[config.mk]
export PLATFORM = sky130hd
export DESIGN_NAME = pssv_csr
export DESIGN_NICKNAME = d
export VERILOG_FILES = /design/src/rtl/plucked_string_synth_voice_macros.svh /design/src/rtl/pssv_pkg.sv /design/src/rtl/pssv_csr.sv
export SDC_FILE = /design/constraint.sdc
export NUM_CORES = 1
export LEC_CHECK = 0
export BUFFER_PORTS_ARGS = -buffer_cell sky130_fd_sc_hd__clkbuf_2
export CAP_MARGIN = 20
export CORE_ASPECT_RATIO = 1.5
export CORE_UTILIZATION = 45
export DETAILED_ROUTE_END_ITERATION = 16
export GPL_TIMING_DRIVEN = 0
export PLACE_DENSITY = 0.87
export SLEW_MARGIN = 5
export SYNTH_ARGS = -nofsm -noshare
export SYNTH_HDL_FRONTEND = slang
export SYNTH_SLANG_ARGS = --single-unit
[constraint.sdc]
create_clock -name clock -period 1.17 [get_ports clock]
set_input_delay 0.0585 -clock clock [delete_from_list [all_inputs] [get_ports clock]]
set_output_delay 0.0585 -clock clock [all_outputs]
set_load 0.02 [all_outputs]
[src/rtl/plucked_string_synth_voice_macros.svh]
// Assertion macros shared by the voice RTL.
// Each macro takes a label, the clock, the reset, an antecedent and a consequent.
`ifndef PLUCKED_STRING_SYNTH_VOICE_MACROS_SVH
`define PLUCKED_STRING_SYNTH_VOICE_MACROS_SVH
`ifndef NO_ASSERTIONS
`define PSSV_ASSERT_IMP(label, clk, rst, ante, cons) \
   label: assert property (@(posedge clk) disable iff (rst) (ante) |-> (cons)) \
      else $error("pssv assertion failed");
`define PSSV_ASSERT_NXT(label, clk, rst, ante, cons) \
   label: assert property (@(posedge clk) disable iff (rst) (ante) |=> (cons)) \
      else $error("pssv assertion failed");
`else
`define PSSV_ASSERT_IMP(label, clk, rst, ante, cons)
`define PSSV_ASSERT_NXT(label, clk, rst, ante, cons)
`endif
`endif

[src/rtl/pssv_pkg.sv]
`default_nettype none
package pssv_pkg;

   localparam int RING_DEPTH_DEF = 2048;
   localparam int SINE_SIZE_DEF  = 256;

   localparam int DELAY_W    = 11;
   localparam int DELAY_MAX  = 2047;
   localparam int PHASE_W    = 16;
   localparam int GAIN_W     = 17;
   localparam int SAMPLE_W   = 16;
   localparam int CSR_INDEX_W = 3;
   localparam int CSR_DATA_W  = 17;

   localparam int RECIP_D_SH = 24;
   localparam int RECIP_S_SH = 28;

   localparam logic [CSR_INDEX_W-1:0] CSR_FEEDBACK_GAIN   = 3'd0;
   localparam logic [CSR_INDEX_W-1:0] CSR_DELAY_LENGTH    = 3'd1;
   localparam logic [CSR_INDEX_W-1:0] CSR_LOWPASS_COEFF   = 3'd2;
   localparam logic [CSR_INDEX_W-1:0] CSR_BURST_SHAPE     = 3'd3;
   localparam logic [CSR_INDEX_W-1:0] CSR_BURST_DECREMENT = 3'd4;
   localparam logic [CSR_INDEX_W-1:0] CSR_PHASE_STEP      = 3'd5;

   localparam logic [2:0] SHAPE_NOISE    = 3'd0;
   localparam logic [2:0] SHAPE_SINE     = 3'd1;
   localparam logic [2:0] SHAPE_TRIANGLE = 3'd2;
   localparam logic [2:0] SHAPE_SQUARE   = 3'd3;
   localparam logic [2:0] SHAPE_SAW      = 3'd4;

   localparam logic [GAIN_W-1:0] GAIN_ONE  = 17'd65536;
   localparam logic [31:0]       LFSR_SEED = 32'h0000_ACE1;
   localparam logic [31:0]       LFSR_MASK = 32'h8020_0003;
   localparam logic [15:0]       SINE_K0   = 16'd50790;
   localparam logic [15:0]       SINE_K1   = 16'd14746;

   typedef struct packed {
      logic [15:0]        feedback_gain;
      logic [DELAY_W-1:0] delay_length;
      logic [15:0]        lowpass_coeff;
      logic [2:0]         burst_shape;
      logic [GAIN_W-1:0]  burst_decrement;
      logic [PHASE_W-1:0] phase_step;
   } cfg_type;

   localparam cfg_type CFG_RESET = '{
      feedback_gain:   16'd64881,
      delay_length:    11'd240,
      lowpass_coeff:   16'd21500,
      burst_shape:     SHAPE_NOISE,
      burst_decrement: 17'd137,
      phase_step:      16'd1092
   };

   typedef struct packed {
      logic start;
      logic quant;
      logic recip;
      logic fix;
      logic poly_a;
      logic poly_b;
      logic poly_c;
      logic scale;
      logic commit;
   } dp_cmd_type;

endpackage
`default_nettype wire

[src/rtl/pssv_csr.sv]
`default_nettype none
module pssv_csr
   import pssv_pkg::*;
(
   input  logic                   clock,
   input  logic                   reset,
   input  logic                   csr_wr_en,
   input  logic [CSR_INDEX_W-1:0] csr_index,
   input  logic [CSR_DATA_W-1:0]  csr_wdata,
   output cfg_type                cfg
);

   cfg_type cfg_ff;
   cfg_type cfg_in;

   always_comb begin
      cfg_in = cfg_ff;
      if (csr_wr_en) begin
         case (csr_index)
            CSR_FEEDBACK_GAIN:   cfg_in.feedback_gain   = csr_wdata[15:0];
            CSR_DELAY_LENGTH:    cfg_in.delay_length    = csr_wdata[DELAY_W-1:0];
            CSR_LOWPASS_COEFF:   cfg_in.lowpass_coeff   = csr_wdata[15:0];
            CSR_BURST_SHAPE:     cfg_in.burst_shape     = csr_wdata[2:0];
            CSR_BURST_DECREMENT: cfg_in.burst_decrement = csr_wdata[GAIN_W-1:0];
            CSR_PHASE_STEP:      cfg_in.phase_step      = csr_wdata[PHASE_W-1:0];
            default:             cfg_in = cfg_ff;
         endcase
      end
   end

   always_ff @(posedge clock) begin
      if (reset) begin
         cfg_ff <= CFG_RESET;
      end else begin
         cfg_ff <= cfg_in;
      end
   end

   assign cfg = cfg_ff;

endmodule
`default_nettype wire

==> impl_metrics.py <==
metrics = {
    "synth": {
        "seq_area_frac_synth_pct": 49.5,
        "ys_types": 13,
        "synth_cells": 303,
        "yosysWarnings": 0,
        "synth_area_per_cell_um2": 10.5,
        "synth_area_um2": 3190,
        "ys_seq_elements": 79,
        "synth_nets": 326,
    },
    "power_and_ir_drop": {
        "p_sw_uw": 1300,
        "irDropWorstVdd_v": 0.000804,
        "power.density_nw_per_um2": 1370,
        "p_seq_share_pct": 50.5,
        "p_leak_uw": 0.00197,
        "pwr-share-comb_pct": 9.2,
        "clockPowerShare_pct": 40.3,
        "p_sw_share_pct": 23.7,
        "p_int_uw": 4200,
    },
    "worst_setup_path": {
        "regToRegStartpoint": "cfg[63]",
        "crit_slowest_cell": "dfxtp_1",
        "reg2reg_depth": 2,
        "cp_data_arrival_time_ps": 900,
        "start_kind": "flip-flop",
        "cp_num_buf_inv": 1,
        "worst-path-max-fanout": 2,
        "slowest_delay_ps": 370,
        "cp_cell_sequence": "clkbuf_2",
        "cpLargestDelayFamily": "flip-flops",
        "r2r_end": "cfg[63]",
        "criticalPathCategory": "reg -> out",
        "end_kind": "output pin",
        "r2r_setup_slack_ps": 530,
        "worstPathRequired_ps": 1110,
    },
    "clock_network": {
        "cts_inserted_buffers": 9,
        "cts_resized": 0,
        "clock_latency_ps": 340,
        "clkTransAtPathRegs_ps": 80,
        "cts-root-buf": "clkbuf_8",
        "tritoncts": "yes",
        "h-tree-depth": 3,
        "clock_path_buffers": 2,
        "cts.sinks": 79,
    },
    "flow_run": {
        "max_cap_violations": 0,
    },
    "timing": {
        "hold_viol": 0,
        "grt_setup_unrepaired": "no",
        "maxSlewHeadroom_pct": 59.1,
        "timing.final.crit_share_pct": 81.9,
        "maxSlewViolCount": 0,
        "tns_ps": 0,
        "setup_viol": 0,
        "min_period_ps": 958,
        "worstMarginPinSlew_ps": 611,
        "skew_ps": 0,
        "timing.fmax_mhz": 1040,
    },
    "placement": {
        "placed_area_um2": 3770,
        "place.gp.congestion": 0.788,
        "port_buffers": 96,
        "post-dp-hpwl_um": 6130,
    },
    "worst_hold_path": {
        "min_to": "cfg[30]",
        "min_from": "csr_wdata[14]",
        "hold_depth": 3,
        "hold_path.class": "in -> reg",
    },
    "grt": {
        "antenna_found_initial": 0,
        "grt_pass1_vias": 2582,
        "grt_usage_pct": 23.1,
        "grt_pass1_wl_um": 13000,
        "overflow": 0,
        "grt_max_degree": 14,
    },
    "floorplanning": {
        "die_x_um": 70.8,
        "fp-row-count": 37,
        "die_h_um": 105,
        "start_util_pct": 46.6,
        "io_pins": 102,
        "die-area_um2": 7450,
        "core_region_area_um2": 6850,
    },
    "cells_and_area": {
        "largest_reg_flops": 79,
        "nets": 436,
        "fillers": 608,
        "diodes": 0,
        "syn2layout_area_growth_pct": 26.0,
        "drive_gt1_share_pct": 30.9,
        "multi_input_area_um2": 1490,
        "finish.instance_area_um2": 4020,
        "fin_util_pct": 58.7,
        "seq_area_um2": 1580,
    },
    "drt": {
        "wirelength_um": 8210,
        "num_vias": 2523,
        "post-route-drc-count": 0,
        "viasPerCell": 5.09,
        "routedWlPerCell_um": 16.6,
        "antenna_left": 0,
        "drt_iter0_markers": 152,
        "dr.pass1.iters": 6,
    },
    "status": {
        "status": "completed",
    },
}
[cells in the mapped netlist]
master,n,share of area (%)
nand2b_1,65,13
buf_4,1,0.24
clkbuf_1,9,1.1
or4b_4,1,0.43
mux2i_1,79,25
nor4bb_1,3,0.94
nor2_1,46,5.4
nand4bb_1,3,1.1
buf_2,12,1.9
dfxtp_1,79,50
nand4b_1,2,0.55
buf_6,2,0.71
nor4b_4,1,0.74
[final cells by class]
cell class,count,share of cell area (%)
Sequential cell,79,39.3
Multi-Input combinational cell,200,37.0
Timing Repair Buffer,99,12.7
Clock buffer,10,3.42
Buffer,24,3.08
Tap cell,78,2.43
Clock inverter,6,2.08
[layer usage]
| metal | routed length [um] | global-route usage, % |
|---|---|---|
| met1 | 3330 | 25.7 |
| met5 | 0 | 0 |
| met2 | 4310 | 41.8 |
| met4 | 193 | 10.1 |
| met3 | 370 | 4.73 |
[cells by family (layout without fill, tap and decap cells)]
logic type / Yosys count / in the layout / share of synthesized area, %
buffers and inverters: 24 / 139 / 3.88
flip-flops: 79 / 79 / 49.5
multiplexers: 79 / 79 / 24.8
AND/OR/NAND/NOR: 121 / 121 / 21.9
[through the flow]
step | worst slack [ps] | power, uW | hold slack, ps | instances
global route | 103 | 5700 | 19.8 | 496
global placement | -111 | 3330 | 319 | 477
finish | 212 | 5510 | 13.4 | 496
floorplan | 66.5 | 3160 | 214 | 303
detailed placement | -123 | 3350 | 345 | 477
CTS | 204 | 5540 | 3.44 | 496
[power groups by stage]
stage               combinational [uW]  sequential [uW]  clock (uW)
floorplan                          252             2910           0
CTS                                511             2780        2240
global placement                   494             2840           0
finish                             509             2780        2220
detailed placement                 501             2840           0
global route                       545             2790        2370
[repair_timing]
item                      in CTS  in global routing
hold buffers                   3                  0
hold endpoints to repair       3                  0
setup buffers                  0                  0
[worst max path at each step]
| stage | depth (start not counted) | from | slack [ps] | end |
|---|---|---|---|---|
| after CTS | 1 | cfg[76] | 200 | cfg[76] |
| final | 1 | cfg[46] | 210 | cfg[46] |
| after floorplan | 4 | csr_index[0] | 70 | cfg[69] |
| after global routing | 5 | reset | 100 | cfg[57] |
| after detailed placement | 5 | reset | -120 | cfg[75] |
| after global placement | 5 | reset | -110 | cfg[74] |
[cells in the final DEF (no fill, tap or decap)]
cell type,instances
nor4bb_1,3
buf_2,12
clkbuf_8,10
or4b_4,1
mux2i_1,79
clkbuf_2,96
nand4bb_1,3
dfxtp_1,79
clkbuf_1,9
clkinv_2,3
clkinv_4,1
nor4b_4,1
nand2b_1,65
dlygate4sd3_1,3
nor2_1,46
buf_6,2
nand4b_1,2
buf_4,1
bufinv_16,2
Note: power is estimated with default switching activity, not from simulation.
