[src/rtl/plucked_string_synth_voice_macros.svh]
// Assertion macros shared by the voice RTL.
// Each macro takes a label, the clock, the reset, an antecedent and a consequent.
`ifndef PLUCKED_STRING_SYNTH_VOICE_MACROS_SVH
`define PLUCKED_STRING_SYNTH_VOICE_MACROS_SVH
`ifndef NO_ASSERTIONS
`define PSSV_ASSERT_IMP(label, clk, rst, ante, cons) \
   label: assert property (@(posedge clk) disable iff (rst) (ante) |-> (cons)) \
      else $error("pssv assertion failed");
`define PSSV_ASSERT_NXT(label, clk, rst, ante, cons) \
   label: assert property (@(posedge clk) disable iff (rst) (ante) |=> (cons)) \
      else $error("pssv assertion failed");
`else
`define PSSV_ASSERT_IMP(label, clk, rst, ante, cons)
`define PSSV_ASSERT_NXT(label, clk, rst, ante, cons)
`endif
`endif

[src/rtl/pssv_pkg.sv]
`default_nettype none
package pssv_pkg;

   localparam int RING_DEPTH_DEF = 2048;
   localparam int SINE_SIZE_DEF  = 256;

   localparam int DELAY_W    = 11;
   localparam int DELAY_MAX  = 2047;
   localparam int PHASE_W    = 16;
   localparam int GAIN_W     = 17;
   localparam int SAMPLE_W   = 16;
   localparam int CSR_INDEX_W = 3;
   localparam int CSR_DATA_W  = 17;

   localparam int RECIP_D_SH = 24;
   localparam int RECIP_S_SH = 28;

   localparam logic [CSR_INDEX_W-1:0] CSR_FEEDBACK_GAIN   = 3'd0;
   localparam logic [CSR_INDEX_W-1:0] CSR_DELAY_LENGTH    = 3'd1;
   localparam logic [CSR_INDEX_W-1:0] CSR_LOWPASS_COEFF   = 3'd2;
   localparam logic [CSR_INDEX_W-1:0] CSR_BURST_SHAPE     = 3'd3;
   localparam logic [CSR_INDEX_W-1:0] CSR_BURST_DECREMENT = 3'd4;
   localparam logic [CSR_INDEX_W-1:0] CSR_PHASE_STEP      = 3'd5;

   localparam logic [2:0] SHAPE_NOISE    = 3'd0;
   localparam logic [2:0] SHAPE_SINE     = 3'd1;
   localparam logic [2:0] SHAPE_TRIANGLE = 3'd2;
   localparam logic [2:0] SHAPE_SQUARE   = 3'd3;
   localparam logic [2:0] SHAPE_SAW      = 3'd4;

   localparam logic [GAIN_W-1:0] GAIN_ONE  = 17'd65536;
   localparam logic [31:0]       LFSR_SEED = 32'h0000_ACE1;
   localparam logic [31:0]       LFSR_MASK = 32'h8020_0003;
   localparam logic [15:0]       SINE_K0   = 16'd50790;
   localparam logic [15:0]       SINE_K1   = 16'd14746;

   typedef struct packed {
      logic [15:0]        feedback_gain;
      logic [DELAY_W-1:0] delay_length;
      logic [15:0]        lowpass_coeff;
      logic [2:0]         burst_shape;
      logic [GAIN_W-1:0]  burst_decrement;
      logic [PHASE_W-1:0] phase_step;
   } cfg_type;

   localparam cfg_type CFG_RESET = '{
      feedback_gain:   16'd64881,
      delay_length:    11'd240,
      lowpass_coeff:   16'd21500,
      burst_shape:     SHAPE_NOISE,
      burst_decrement: 17'd137,
      phase_step:      16'd1092
   };

   typedef struct packed {
      logic start;
      logic quant;
      logic recip;
      logic fix;
      logic poly_a;
      logic poly_b;
      logic poly_c;
      logic scale;
      logic commit;
   } dp_cmd_type;

endpackage
`default_nettype wire

[src/rtl/pssv_ctrl.sv]
`default_nettype none
`include "plucked_string_synth_voice_macros.svh"
module pssv_ctrl
   import pssv_pkg::*;
(
   input  logic       clock,
   input  logic       reset,
   input  logic       req_valid,
   output logic       req_ready,
   output logic       rsp_valid,
   input  logic       rsp_ready,
   output dp_cmd_type cmd
);

   localparam logic [3:0] ST_IDLE   = 4'd0;
   localparam logic [3:0] ST_QUANT  = 4'd1;
   localparam logic [3:0] ST_RECIP  = 4'd2;
   localparam logic [3:0] ST_FIX    = 4'd3;
   localparam logic [3:0] ST_POLY_A = 4'd4;
   localparam logic [3:0] ST_POLY_B = 4'd5;
   localparam logic [3:0] ST_POLY_C = 4'd6;
   localparam logic [3:0] ST_SCALE  = 4'd7;
   localparam logic [3:0] ST_COMMIT = 4'd8;

   logic [3:0] state_ff;
   logic [3:0] state_in;
   logic       rsp_valid_ff;
   logic       rsp_valid_in;
   logic       out_free;
   logic       accept;

   assign req_ready = (state_ff == ST_IDLE);
   assign accept    = req_valid && req_ready;
   assign out_free  = !rsp_valid_ff || rsp_ready;

   always_comb begin
      cmd        = '0;
      cmd.start  = accept;
      cmd.quant  = (state_ff == ST_QUANT);
      cmd.recip  = (state_ff == ST_RECIP);
      cmd.fix    = (state_ff == ST_FIX);
      cmd.poly_a = (state_ff == ST_POLY_A);
      cmd.poly_b = (state_ff == ST_POLY_B);
      cmd.poly_c = (state_ff == ST_POLY_C);
      cmd.scale  = (state_ff == ST_SCALE);
      cmd.commit = (state_ff == ST_COMMIT) && out_free;
   end

   always_comb begin
      case (state_ff)
         ST_IDLE:   state_in = accept ? ST_QUANT : ST_IDLE;
         ST_QUANT:  state_in = ST_RECIP;
         ST_RECIP:  state_in = ST_FIX;
         ST_FIX:    state_in = ST_POLY_A;
         ST_POLY_A: state_in = ST_POLY_B;
         ST_POLY_B: state_in = ST_POLY_C;
         ST_POLY_C: state_in = ST_SCALE;
         ST_SCALE:  state_in = ST_COMMIT;
         ST_COMMIT: state_in = out_free ? ST_IDLE : ST_COMMIT;
         default:   state_in = ST_IDLE;
      endcase
   end

   always_comb begin
      if (cmd.commit) begin
         rsp_valid_in = 1'b1;
      end else if (rsp_ready) begin
         rsp_valid_in = 1'b0;
      end else begin
         rsp_valid_in = rsp_valid_ff;
      end
   end

   always_ff @(posedge clock) begin
      if (reset) begin
         state_ff     <= ST_IDLE;
         rsp_valid_ff <= 1'b0;
      end else begin
         state_ff     <= state_in;
         rsp_valid_ff <= rsp_valid_in;
      end
   end

   assign rsp_valid = rsp_valid_ff;

   `PSSV_ASSERT_NXT(a_accept_starts, clock, reset, accept, state_ff == ST_QUANT)
   `PSSV_ASSERT_NXT(a_commit_shows, clock, reset, cmd.commit, rsp_valid_ff && req_ready)
   `PSSV_ASSERT_NXT(a_stall_holds, clock, reset, rsp_valid_ff && !rsp_ready, rsp_valid_ff)

endmodule
`default_nettype wire

[config.mk]
export PLATFORM = sky130hd
export DESIGN_NAME = pssv_ctrl
export DESIGN_NICKNAME = d
export VERILOG_FILES = /design/src/rtl/pssv_pkg.sv /design/src/rtl/pssv_ctrl.sv
export VERILOG_INCLUDE_DIRS = /design/src /design/src/rtl
export SDC_FILE = /design/constraint.sdc
export NUM_CORES = 1
export LEC_CHECK = 0
export BUFFER_PORTS_ARGS = -buffer_cell sky130_fd_sc_hd__buf_2
export CORE_AREA = 2 2 39 41
export DETAILED_ROUTE_END_ITERATION = 8
export DIE_AREA = 0 0 41 43
export GPL_TIMING_DRIVEN = 0
export PLACE_DENSITY = 0.51
export SLEW_MARGIN = 20
export SYNTH_ARGS = -nofsm -noshare
export SYNTH_HDL_FRONTEND = slang
export SYNTH_SLANG_ARGS = --single-unit
[constraint.sdc]
create_clock -name clock -period 2.5 [get_ports clock]
set_clock_uncertainty 0.05 [all_clocks]
set_input_delay 0.125 -clock clock [delete_from_list [all_inputs] [get_ports clock]]
set_output_delay 0.125 -clock clock [all_outputs]
set_load 0.02 [all_outputs]
==> results of run 1 <==
==> sequential cells by signal, summed over array words and instances, names as in the netlist <==
| register | flops |
|---|---|
| state_ff | 4 |
| rsp_valid | 1 |
==> worst max-delay path, cell delays in order, from the launching register on <==
cell and delay (ns):
dfxtp_1 0.38, or4b_4 0.58, nor2b_1 0.12, buf_4 0.10
buf_2 0.14
==> layout make-up <==
class,instances,share of cell area [%]
Multi-Input combinational cell,26,39.6
Sequential cell,5,24.4
Timing Repair Buffer,14,17.1
Buffer,4,7.62
Clock buffer,4,6.40
Tap cell,16,4.88
==> routing by layer <==
metal	part of all wire, %	vias to the layer above	global-route usage (%)
met5	0	-	0
met4	0	0	10.0
met3	11	0	3.14
met2	46	13	9.38
met1	44	120	6.77
li1	-	159	-
==> cell usage in the layout, fill, tap and decap left out <==
master / instances
clkbuf_4: 3
clkbuf_1: 1
or3b_2: 1
a21oi_2: 1
a21oi_1: 2
buf_2: 15
or2_2: 1
a21bo_2: 1
nor3_1: 6
buf_6: 1
nor2b_1: 1
nand3b_1: 1
buf_4: 2
dfxtp_1: 5
o32ai_1: 1
or4b_4: 1
nand2b_1: 4
and2_1: 1
nand2_1: 1
nor2_1: 3
nor4_1: 1
==> report_power, final <==
part / switching [W] / internal, W
logic: 0.0000295 / 0.0000211
clock network: 0.0000298 / 0.0000601
registers: 0.00000211 / 0.0000837
==> logic make-up after synthesis <==
logic type	synth area share (%)
buf+inv	10.6
compound gates	12.8
flops	34.0
simple gates	42.6
==> path summary, 6_finish.rpt <==
path,startpoint,to,slack (ns),cells past startpoint
hold reg to reg,rsp_valid,rsp_valid,0.46,2
hold / removal,reset,rsp_valid,0.04,2
setup / recovery,state_ff[2],cmd[0],0.76,4
setup reg to reg,state_ff[2],state_ff[3],1.26,2
==> metrics by stage <==
step	setup WS [ns]	total power, W	instance area, sq um	hold slack (ns)	utilization (%)
global route	0.645	0.000245	410	0.0408	29.7
floorplan	0.831	0.000124	294	0.137	-
CTS	0.748	0.000232	410	0.0277	29.7
detailed placement	1.01	0.000138	384	0.277	27.8
finish	0.761	0.000226	410	0.0376	29.7
global placement	1.01	0.000139	384	0.283	27.8
==> metrics.md, run 1 <==
| Metric | Value |
|---|---|
| First-pass GRT wire length | 779 microns |
| P&R area growth vs syn | 39.6% |
| Die H | 43 microns |
| Clock Pin Slew Worst Setup and Hold Paths | 0.04 ns |
| WL per Instance | 8.25 microns |
| Mapped Nets | 39 |
| Register area | 100 sq um |
| Cell variety after synth | 19 |
| Final Setup Violations | 0 |
| Post CTS Setup Buffer Count | 0 |
| Max cap viols | 0 |
| # port buffers | 14 |
| Mapped Cells | 35 |
| Register bit total from synthesis | 5 |
| Syn Area/Cell | 8.40 sq um |
| Die width | 41 microns |
| Root Buffer | clkbuf_4 |
| Mapped Area | 294 sq um |
| Inserted Diodes | 0 |
| Unrepaired setup endpoints after global routing | false |
| Resized cells post-CTS | 0 |
| Cell taking the most area after synthesis | dfxtp_1 |
| Largest fanout on the critical path | 9 |
| TritonCTS clock tree | yes |
| Placed cells | 65 |
| Seq/Total Area, Yosys | 34.0% |
| Ys flop type | dfxtp_1 |
| Fin crit share | 69.6% |
| Commonest cells in the synthesized netlist | nor3_1, dfxtp_1, nand2b_1 |
| Residual DRC count | 0 |
| Post-synth EDFFs | 0 |
| Final nets | 58 |
| Fin. Hold Viols | 0 |
| Max Transition Viols Final | 0 |
| Hold buffers post-CTS | 0 |
| Vias in the first global route | 207 |
| Worst-margin pin slew | 0.283 ns |
| Number of CTS-inserted buffers | 3 |
| Fmax | 575 MHz |
| Synth warn | 0 |
| DRT Pass-1 Iters | 3 |
| Hold Crit Class | in -> reg |
| Via density | 4.23 |
| Relative slew margins | 81.0% |
| Initial antenna violation count | 0 |
| Grt ovf | 0 |
| DRT iter0 DRCs | 2 |
| Multi-input gate area | 163 sq um |
| Yosys top cell area share | 34.0% |
| Core Rows | 14 |
| Most frequent cell after synthesis | nor3_1 |
| Cell Count, Final, Fillers Out | 69 |
| Max clock buf depth | 2 |
| Kind of critical path | reg -> out |
| PwrDens | 551 mW/mm^2 |
| Ys async rst share | 0% |
| Vias | 292 |
| DRT Wirelength | 569 microns |
| H-Tree Depth | 1 |
| Main area contributors after synthesis | dfxtp_1, nor3_1, nand2b_1, buf_4, or4b_4 |
| Status | complete, no violations |
| Initial core utilization | 21.2% |
| Top-Level Pins | 15 |
| Worst setup EP type | primary output |
| Final GP Congestion | 0.566 |
| Minimum clock period | 1.74 ns |
| Clk_lat worst skew | 0.23 ns |
| Core Area | 0.00138 sq mm |
| Final ANT Viol Nets | 0 |
| WP data required | 2.33 ns |
| Tot GR Track Use | 7.24% |
| Peak VDD IR | 0.119 mV |
| CTS Sinks | 5 |
| Setup tns final | 0 ns |
| Startpoint type of the worst setup path | register |
| Detailed Place HPWL | 454 microns |
| DIE AREA | 0.00176 sq mm |
| CP Data Arrival Time | 1.56 ns |
| Pin count of the biggest net entering global routing | 10 |
| Fillers | 162 |
| Fraction of layout cells with a size suffix above 1 | 49.1% |
| Leakage | 0.191 nW |
No activity file was read; power rests on OpenSTA's default activity.
==> run 2: changes to the inputs <==
Settings changed: ABC_AREA from default to 1, CORE_AREA 2 2 39 41 to default, CORE_MARGIN from default to 1, CORE_UTILIZATION from default to 25, DIE_AREA 0 0 41 43 to default, PLACE_DENSITY 0.51 to 0.54.
Clock period 2.5 ns to 1.7 ns, I/O delays scaled along.
==> metrics.md, run 2 <==
| Metric | Value |
|---|---|
| Status | complete, no violations |
| Mapped Cells | 48 (+37%) |
| Final Setup Violations | 0 (unchanged) |
| Vias | 318 (+8.9%) |
| Crit path max-delay family | flip-flops |
| Commonest cells after routing, fill and taps aside | buf_2, inv_1, nand2_1, dfxtp_1 |
| Yosys top cell area share | 30.4% (-3.6 points) |
| Mapped Nets | 52 (+33%) |
| Die H | 38.3 microns (-11%) |
| Commonest non-fill, non-tap cell in the layout | buf_2 |
| Pin count of the biggest net entering global routing | 7 (-3) |
| WL per Instance | 7.61 microns (-7.7%) |
| Seq/Total Area, Yosys | 30.4% (-3.6 points) |
| Fin crit share | 81.8% |
| Setup tns final | 0 ns (unchanged) |
| Peak VDD IR | 0.339 mV (+190%) |
| Worst setup EP type | primary output |
| Vias in the first global route | 260 (+26%) |
| Tot GR Track Use | 10.6% (+3.3 points) |
| Max clock buf depth | 2 (unchanged) |
| TritonCTS clock tree | yes |
| Slowest stage cell on the critical path | dfxtp_1 |
| Top-Level Pins | 15 (unchanged) |
| Final GP Congestion | 0.757 (+34%) |
| WP data required | 1.56 ns (-0.77 ns) |
| Residual DRC count | 0 (unchanged) |
| Max reg flops | 4 (unchanged) |
| Grt ovf | 0 (unchanged) |
| CTS Sinks | 5 (unchanged) |
| Ys async rst share | 0% (unchanged) |
| WP buf/inv | 3 (+1) |
| Post CTS Setup Buffer Count | 0 (unchanged) |
| Power Total | 0.000398 W (+76%) |
| Clk_lat worst skew | 0.24 ns (about the same) |
| Kind of critical path | reg -> out |
| H-Tree Depth | 1 (unchanged) |
| Max Transition Viols Final | 0 (unchanged) |
| Fmax | 719 MHz |
| Resized cells post-CTS | 0 (unchanged) |
| P&R area growth vs syn | 34.6% |
| Main area contributors after synthesis | dfxtp_1, inv_1, nor2_4, nor2_2, nand2_1 |
| Critical-path cell list | inv_2, nor2_2, nand2_1, nor2_1, buf_4, buf_2 |
| Most frequent cell after synthesis | inv_1 |
| Max cap viols | 0 (unchanged) |
| Inserted Diodes | 0 (unchanged) |
| Placed cells | 76 (+17%) |
| DRT iter0 DRCs | 4 (+2) |
| Clock Pin Slew Worst Setup and Hold Paths | 0.04 ns (about the same) |
| Via density | 3.98 (-6.1%) |
| Relative slew margins | 82.1% (+1.1 points) |
| Initial core utilization | 28.1% (+6.9 points) |
| Cell variety after synth | 15 (-4) |
| Core Rows | 12 (-2) |
| DRT Wirelength | 609 microns (+7.0%) |
| Fin. Hold Viols | 0 (unchanged) |
| Leakage | 0.252 nW (+31%) |
| Post-synth EDFFs | 0 (unchanged) |
| DRT Pass-1 Iters | 2 (-1) |
| Syn Area/Cell | 6.86 sq um (-18%) |
| Synth warn | 0 (unchanged) |
| Number of CTS-inserted buffers | 3 (unchanged) |
| CP Data Arrival Time | 1.26 ns (-0.30 ns) |
| Cell Count, Final, Fillers Out | 80 (+16%) |
| Initial antenna violation count | 0 (unchanged) |
| DIE AREA | 0.00147 sq mm (-17%) |
| Mapped Area | 329 sq um (+12%) |
| Cell taking the most area after synthesis | dfxtp_1 |
| Fillers | 137 (-15%) |
| # port buffers | 14 (unchanged) |
| Root Buffer | clkbuf_4 |
| PwrDens | 898 mW/mm^2 (+63%) |
| Register bit total from synthesis | 5 (unchanged) |
| Commonest cells in the synthesized netlist | inv_1, nand2_1, dfxtp_1 |
| Core Area | 0.00117 sq mm (-15%) |
| Die width | 38.3 microns (-6.6%) |
| Fraction of layout cells with a size suffix above 1 | 53.0% (+4.0 points) |
| Worst slack, placed | 0.559 ns (-0.446 ns) |
| First-pass GRT wire length | 959 microns (+23%) |
| Worst-margin pin slew | 0.268 ns (-0.0144 ns) |
| Ys flop type | dfxtp_1 |
| Most flops, register | state_ff |
| Max incr delay on CP | 0.44 ns (-0.14 ns) |
| Hold Crit Class | in -> reg |
| Largest fanout on the critical path | 4 (-5) |
| Hold buffers post-CTS | 0 (unchanged) |
| Unrepaired setup endpoints after global routing | false |
| Minimum clock period | 1.39 ns |
| Startpoint type of the worst setup path | register |
| Final worst slack | 0.309 ns (-0.453 ns) |
| Final ANT Viol Nets | 0 (unchanged) |
| Detailed Place HPWL | 488 microns (+7.5%) |
| Final nets | 71 (+22%) |
-- run 2: area by class of cell --
cell class / instances / area, sq um / area share (%)
multi-input combinational: 28 / 164 / 37.0
sequential: 5 / 100 / 22.6
timing repair buffer: 14 / 70.1 / 15.8
inverter: 13 / 50.0 / 11.3
clock buffer: 4 / 26.3 / 5.93
tap: 14 / 17.5 / 3.95
buffer: 2 / 15.0 / 3.39
-- run 2: logic make-up after synthesis --
logic type,after synthesis,share of synthesized area (%)
DFF,5,30.4
and+or+nand+nor,25,43.0
buffers and inverters,15,19.8
AOI/OAI and AO/OA,3,6.84
-- run 2: routing by layer --
layer  vias up  track usage (%)  wire [microns]
met4         0             13.4              14
li1        175                -               -
met5         -                0               0
met3         2             3.49              13
met2         4             14.8             303
met1       137             11.0             277
-- run 2: report_power, final --
group	total [W]	internal, W	switching, W
combinational	0.000121	0.0000446	0.0000765
clock	0.000137	0.0000887	0.0000486
sequential	0.000140	0.000126	0.0000134
total	0.000398	0.000259	0.000138
-- run 2: worst paths after layout --
kind	startpoint	to	slack [ns]	depth (start not counted)
worst max-delay path	state_ff[3]	cmd[0]	0.31	6
worst min-delay path	reset	state_ff[2]	0.03	2
worst max register to register	state_ff[1]	state_ff[0]	0.72	5
worst min register to register	rsp_valid	rsp_valid	0.50	4
-- run 2: metrics by stage --
stage               cell area [sq um]  utilization, %  hold WS [ns]
finish                            443            37.8        0.0261
global route                      443            37.8        0.0237
CTS                               443            37.8        0.0187
detailed placement                417            35.6         0.278
global placement                  417            35.6         0.279
floorplan                         329               -        0.0974
==> run 3: changes to the inputs <==
Clock period 1.7 ns to 1.3 ns, I/O delays scaled along.
==> metrics.md, run 3 (synthesis results as in run 2) <==
| Metric | Value |
|---|---|
| Leakage | 0.267 nW (+6.2%) |
| H-Tree Depth | 1 (unchanged) |
| Startpoint type of the worst setup path | register |
| # port buffers | 14 (unchanged) |
| Clock power share | 32.2% (-2.3 points) |
| Number of CTS-inserted buffers | 3 (unchanged) |
| Post-DP Area | 417 sq um (unchanged) |
| Final ANT Viol Nets | 0 (unchanged) |
| Combinational share of power | 34.6% (+4.2 points) |
| Final nets | 74 (+4.2%) |
| Reg power frac | 33.2% (-1.9 points) |
| Commonest non-fill, non-tap cell in the layout | buf_2 |
| Commonest cells after routing, fill and taps aside | buf_2, inv_1, nand2_1, buf_4 |
| Fin area | 508 sq um (+15%) |
| Initial antenna violation count | 0 (unchanged) |
| Top-Level Pins | 15 (unchanged) |
| Worst slack, placed | 0.179 ns (-0.380 ns) |
| CP Data Arrival Time | 1.12 ns (-0.14 ns) |
| CTS Sinks | 5 (unchanged) |
| Initial core utilization | 28.1% (unchanged) |
| Core Area | 0.00117 sq mm (unchanged) |
| Worst setup EP type | primary output |
| PwrDens | 1080 mW/mm^2 (+20%) |
| DRT Pass-1 Iters | 2 (unchanged) |
| Fmax | 810 MHz |
| Final GP Congestion | 0.757 (unchanged) |
| Peak VDD IR | 0.441 mV (+30%) |
| Clk_lat worst skew | 0.24 ns (about the same) |
| Root Buffer | clkbuf_4 |
| Vias | 319 (+0.31%) |
| Kind of critical path | reg -> out |
| Max cap viols | 0 (unchanged) |
| Fin. Hold Viols | 0 (unchanged) |
| Inserted Diodes | 0 (unchanged) |
| Max clock buf depth | 2 (unchanged) |
| DRT iter0 DRCs | 10 (+6) |
| Unrepaired setup endpoints after global routing | true |
| Pin count of the biggest net entering global routing | 7 (unchanged) |
| Fillers | 127 (-7.3%) |
| Minimum clock period | 1.23 ns |
| Residual DRC count | 0 (unchanged) |
| TritonCTS clock tree | yes |
| Placed cells | 76 (unchanged) |
| Final Setup Violations | 0 (unchanged) |
| Internal power | 0.000362 W (+40%) |
| Tot GR Track Use | 10.9% (+0.36 points) |
| First-pass GRT wire length | 993 microns (+3.5%) |
| Vias in the first global route | 260 (unchanged) |
| DRT Wirelength | 631 microns (+3.6%) |
| Die H | 38.3 microns (unchanged) |
| Net switching power | 0.000185 W (+34%) |
| Fin crit share | 95.0% |
| Clock Pin Slew Worst Setup and Hold Paths | 0.04 ns (about the same) |
| P&R area growth vs syn | 54.4% |
| Cell Count, Final, Fillers Out | 83 (+3.8%) |
| Worst-margin pin slew | 0.246 ns (-0.0226 ns) |
| Fraction of layout cells with a size suffix above 1 | 62.3% (+9.3 points) |
| Die width | 38.3 microns (unchanged) |
| Detailed Place HPWL | 488 microns (unchanged) |
| Core Rows | 12 (unchanged) |
| WP data required | 1.19 ns (-0.37 ns) |
| DIE AREA | 0.00147 sq mm (unchanged) |
| Most flops, register | state_ff |
| Status | complete, no violations |
| Grt ovf | 0 (unchanged) |
| Hold Crit Class | in -> reg |
| Final worst slack | 0.0650 ns (-0.244 ns) |
| Via density | 3.84 (-3.3%) |
| Largest fanout on the critical path | 3 (-1) |
| Switching Share | 33.8% (-0.97 points) |
| Max reg flops | 4 (unchanged) |
| WL per Instance | 7.60 microns (-0.13%) |
| Max Transition Viols Final | 0 (unchanged) |
| Relative slew margins | 83.5% (+1.4 points) |
==> run 3: power groups by stage <==
stage	Combinational, W	Sequential [W]	Clock [W]
floorplan	0.000120	0.000183	0
global placement	0.000159	0.000185	0
detailed placement	0.000160	0.000185	0
CTS	0.000177	0.000183	0.000186
global route	0.000206	0.000183	0.000200
finish	0.000189	0.000182	0.000176
==> run 3: per-layer routing <==
metal | part of all wire, % | vias up | track usage (%)
met5 | 0 | - | 0
met4 | 2.1 | 0 | 13.4
met3 | 1.7 | 2 | 3.49
met2 | 49 | 4 | 14.8
met1 | 47 | 130 | 12.0
li1 | - | 183 | -
==> run 3: path summary, 6_finish.rpt <==
| kind | startpoint | end | slack [ns] | cells after the start |
|---|---|---|---|---|
| setup / recovery | state_ff[2] | cmd[8] | 0.07 | 5 |
| hold / removal | rsp_ready | rsp_valid | 0.07 | 4 |
| setup reg to reg | state_ff[3] | state_ff[0] | 0.34 | 6 |
| hold reg to reg | state_ff[3] | state_ff[1] | 0.43 | 1 |
==> run 3: metrics by stage <==
stage | hold WS (ns) | TNS, ns | utilization (%) | power [W]
6_report | 0.0714 | 0 | 43.4 | 0.000547
5_1_grt | 0.0912 | -0.0136 | 43.4 | 0.000589
4_1_cts | 0.0475 | 0 | 40.7 | 0.000546
3_5_place_dp | 0.258 | 0 | 35.6 | 0.000346
3_3_place_gp | 0.259 | 0 | 35.6 | 0.000344
2_1_floorplan | 0.0774 | 0 | - | 0.000303
==> run 3: layout make-up <==
cell class / instances / area, sq um / share of cell area (%)
repair buffers: 18 / 118 / 23.2
multi-input cells: 28 / 176 / 34.7
plain buffers: 1 / 7.51 / 1.48
flip-flops and latches: 5 / 113 / 22.2
inverters: 13 / 50.0 / 9.85
clock buffers: 4 / 26.3 / 5.17
well taps: 14 / 17.5 / 3.45
==> run 3: critical path, cell delays in order, from the launching register on <==
cell and delay (ns):
dfxtp_4 0.35, nor2_4 0.14, nand2_2 0.09, nor2_4 0.09, buf_4 0.11, buf_6 0.10
==> run 3: what timing repair did <==
action | 4_1_cts | 5_1_grt
hold buffers | 1 | 0
buffers inserted | 1 | 2
pin swaps | 1 | 4
gates cloned | 0 | 0
hold endpoints to repair | 2 | 0
endpoints found under the setup margin | 2 | 4
gates resized for setup | 7 | 8
